<file path="src/a64su_ram.sv">
// ----------------------------------------------------------------------------
// a64su_ram
// Simple dual-port RAM: one write port, one read port with registered data.
// ----------------------------------------------------------------------------
module a64su_ram #(
	parameter int unsigned WIDTH = 32,
	parameter int unsigned DEPTH = 32
) (
	input  logic                     clk,
	input  logic                     we,
	input  logic [$clog2(DEPTH)-1:0] waddr,
	input  logic [WIDTH-1:0]         wdata,
	input  logic [$clog2(DEPTH)-1:0] raddr,
	output logic [WIDTH-1:0]         rdata
);
	logic [WIDTH-1:0] mem [DEPTH];

	always_ff @(posedge clk) begin
		if (we) begin
			mem[waddr] <= wdata;
		end
		rdata <= mem[raddr];
	end
endmodule

</file>
<file path="config.mk">
export PLATFORM = sky130hd
export DESIGN_NAME = a64su_ram
export DESIGN_NICKNAME = d
export VERILOG_FILES = /design/src/a64su_ram.sv
export SDC_FILE = /design/constraint.sdc
export NUM_CORES = 1
export LEC_CHECK = 0
export BUFFER_PORTS_ARGS = -buffer_cell sky130_fd_sc_hd__buf_4
export CAP_MARGIN = 20
export CORE_MARGIN = 2
export CORE_UTILIZATION = 50
export CTS_CLUSTER_DIAMETER = 80
export DETAILED_ROUTE_END_ITERATION = 16
export GPL_TIMING_DRIVEN = 0
export PLACE_DENSITY_LB_ADDON = 0.1
export SYNTH_ARGS = -nofsm -noshare
export SYNTH_HDL_FRONTEND = slang
export SYNTH_SLANG_ARGS = --single-unit
</file>
<file path="constraint.sdc">
create_clock -name clk -period 3.6 [get_ports clk]
set_input_delay 0.18 -clock clk [delete_from_list [all_inputs] [get_ports clk]]
set_output_delay 0.18 -clock clk [all_outputs]
set_load 0.01 [all_outputs]
</file>
# [After elaboration in Yosys (flattened, before gate mapping)]
# Memory sizes are Yosys's and may differ from the RTL's. A register that Yosys moved wholly into a read port is not among the register bits.
# Index checks and enable logic that the tools add are counted.
# Widths: inputs -> output; s select.
[op_classes] addsub=0 mul=0 n_div=0 order_cmp=0 n_eq_ne=0 shifts=0 n_mux=2 bitwise=0 n_reduce_logical=0
[op_table] op="$mux 1" count=2
[totals] reg_bits=0 latch_bits=0 ramBits=1024 mem_bits_ro=0 input_bits=44 output_inout_bits=32 memories=1
[memory_table] memory="mem" depth=32 width=32 rd=1 rd_ports_with_merged_regs=1 wr=1 line="16" text="logic [WIDTH-1:0] mem [DEPTH];"

# [Logic depth before layout (Yosys ltp)]
[depth] word_depth=2 ltp_mapped=8

# [Worst setup path before layout]
# Ideal clock, no wire load.
[synth_path] path_type="input to register" start="input waddr[1]" end="memory mem[12][0], enable pin" arrival_ns=2.193 required_time_ns=3.179 setup_slack_ns=0.986 path_stages=3 path_buffers=1 cell_sequence="or3b_2 clkbuf_1 nor2_1"
[synth_lines] element="from (decl)" line="11" text="input logic [$clog2(DEPTH)-1:0] waddr,"
[synth_lines] element="to (decl)" line="16"
# Straight into the memory's write port.

==> reports/metrics.csv <==
metric;value;unit
status;complete, no violations;
initial core utilization;50.43;%
clk root buf;clkbuf_16;
Residual DRC;0;
Min Hold Slack;0.2582;ns
clock sinks;1056;
critical path's largest stage delay;0.58;ns
Pwr Density;550.8;nW/um^2
Tot GR Track Use;23.74;%
Fin. Hold Viols;0;
Iteration-0 DRC Markers;1858;
core area;80290;um^2
die height;288.6;um
Congestion Overflow GR;0;
commonest non-fill, non-tap cell in the layout;edfxtp_1;
crit end category;flop;
clock skew;0.02226;ns
post-synthesis sequential area ratio;77.54;%
worst hold-check path type;in -> reg;
clock slew at the register clock pins of the worst setup and hold paths;0.06;ns
placed wire-length estimate;63.72;mm
mapped cell area;40490;um^2
post-route clock period utilization;58.97;%
DR vias/cell;5.824;
area share of fa/ha/maj cells after synthesis;0;%
post-synthesis simple-gate area fraction;3.100;%
Synth cell types;25;
cells along the critical path;buf_4 > nor2_1 > buf_2 > buf_2 > buf_2 > nand2_1 > a31oi_1 > nand3_1;
Critical Path Fanout Max;10;
CTS tree;done;
final core utilization;58.60;%
per-cell routed wire length;27.06;um
worst endpoint required time;4.05;ns
slowest CP cell;a31oi_1;
Sum Neg Setup Slack;0;ns
Die ar.;83260;um^2
number of port buffers;74;
Syn Area/Cell;17.91;um^2
initial antenna violation count;0;
critical path arrival;2.57;ns
Rows;104;
Total Power;0.02591;W
Synth Area in Compound Gates;4.846;%
Ports;76;
htree depth;3;
setup violators final;0;
relative slew slack;22.31;%
placed insts;3426;
Achievable Freq;471.1;MHz
routed vias;21286;
hold_sp;waddr[2];
Yosys top cell area share;75.95;%
Die Wd;288.6;um
RSZ-0062 raised after global routing;false;
GP Congestion;0.8453;
Synth warnings;0;
Post-synth EDFFs;1024;
WL final;98.92;mm
crit path launch type;primary input;
Leakage;16.48;nW
synthesized instance count;2260;
fin nets;2548;
vias in the first global route;21176;
# Post-CTS Setup Buffers;0;
largest net degree at the start of global routing;33;
Worst Tran Pin Value;1.165;ns
Yosys reg bits;1056;
largest family of logic cells by synthesized area;multiplexers;
Final Critical Period;2.123;ns
most frequent CP cell;buf_2;
share of post-route cells with drive strength above 1;14.49;%
Synth area leaders;edfxtp_1 76%, mux2i_1 13%, a22oi_1 1.8%;
Crit Path Category;in -> reg;
clk_lat worst skew;0.67;ns
area leader, netlist;edfxtp_1;
global-route wire length before repair;141.1;mm
clk buf depth;3;
most frequent cells in the layout;1024 x edfxtp_1, 512 x mux2i_1, 107 x buf_4, 107 x clkbuf_16;
mux share of post-synthesis cell area;12.66;%
maxcap violations;0;
area delta synth->final;16.22;%
Critical path origin;raddr[1];
Synth Net Count;2304;
Main synth FF type;edfxtp_1;
xor and xnor area share after synthesis;0;%
peak supply drop;0.4072;mV
Final Non-Filler Cells;3655;
CTS buffer count;104;
DRT Pass-1 Iters;7;
r2r startpoint;mem[5][11];
fraction of registers with async set or reset after synthesis;0;%
Final Max Tran Viols;0;
Final ANT Viol Nets;0;
## path summary, 6_finish.rpt
path                      to  slack (ns)  cells after the start
setup / recovery   rdata[11]        1.48                      8
hold / removal    mem[17][1]        0.26                      3
setup reg to reg   rdata[11]        1.69                      5
hold reg to reg    rdata[27]        0.61                      4
## sequential cells by signal (all words and copies together), names as in the netlist
name / flops
rdata: 32
mem: 1024
## logic make-up after synthesis
logic type | after synthesis
muxes | 512
DFF | 1056
buffers and inverters | 127
AOI/OAI and AO/OA | 288
and+or+nand+nor | 277
## routing by layer
layer / global-route usage [%] / wire [um] / share of wire [%] / vias to the layer above
li1: - / - / - / 9476
met1: 32.36 / 41210 / 42 / 10983
met2: 40.14 / 49090 / 50 / 699
met3: 3.539 / 6762 / 6.8 / 128
met4: 6.373 / 1860 / 1.9 / 0
met5: 0 / 0 / 0 / -
## critical path: cells and delay by family
kind / cells / cell delay [ns]
compound gates: 1 / 0.58
buf+inv: 4 / 1.25
simple gates: 3 / 0.54
## synthesized netlist by cell type, types with 2 or more instances
cell type,instances
edfxtp_1,1024
mux2i_1,512
nand2_1,98
nand3_1,98
a21oi_1,96
a22oi_1,96
a22o_1,64
clkbuf_1,46
nor2_1,34
buf_4,33
a31oi_1,32
dfxtp_1,32
nor3_1,32
buf_2,26
buf_6,15
buf_1,5
nand3b_1,5
or3b_2,3
clkbuf_4,2
nand2b_1,2
## layout make-up
class / count / area [um^2]
Clock inverter: 60 / 556.8
Antenna cell: 1 / 2.502
Tap cell: 1060 / 1326
Sequential cell: 1056 / 31390
Timing Repair Buffer: 138 / 1584
Clock buffer: 136 / 2856
Fill cell: 5928 / 33240
Multi-Input combinational cell: 1077 / 8582
Buffer: 127 / 753.2
## repair_timing
action / CTS / global route
hold buffers: 32 / 0
resized for setup: 0 / 0
hold endpoints to repair: 1024 / 0
## through the flow
stage / cell area [um^2] / setup WS (ns)
after floorplan: 40490 / 0.9859
after global placement: 42370 / -0.7933
after detailed placement: 43320 / 0.9149
after CTS: 47050 / 1.618
after global routing: 47050 / 1.464
final: 47050 / 1.477
## where the power goes
group,switching (W),internal [W]
logic,0.000967,0.000502
clock network,0.00449,0.00624
registers,0.0000441,0.0137
total,0.00550,0.0204
Note: power is estimated with default switching activity, not from simulation.
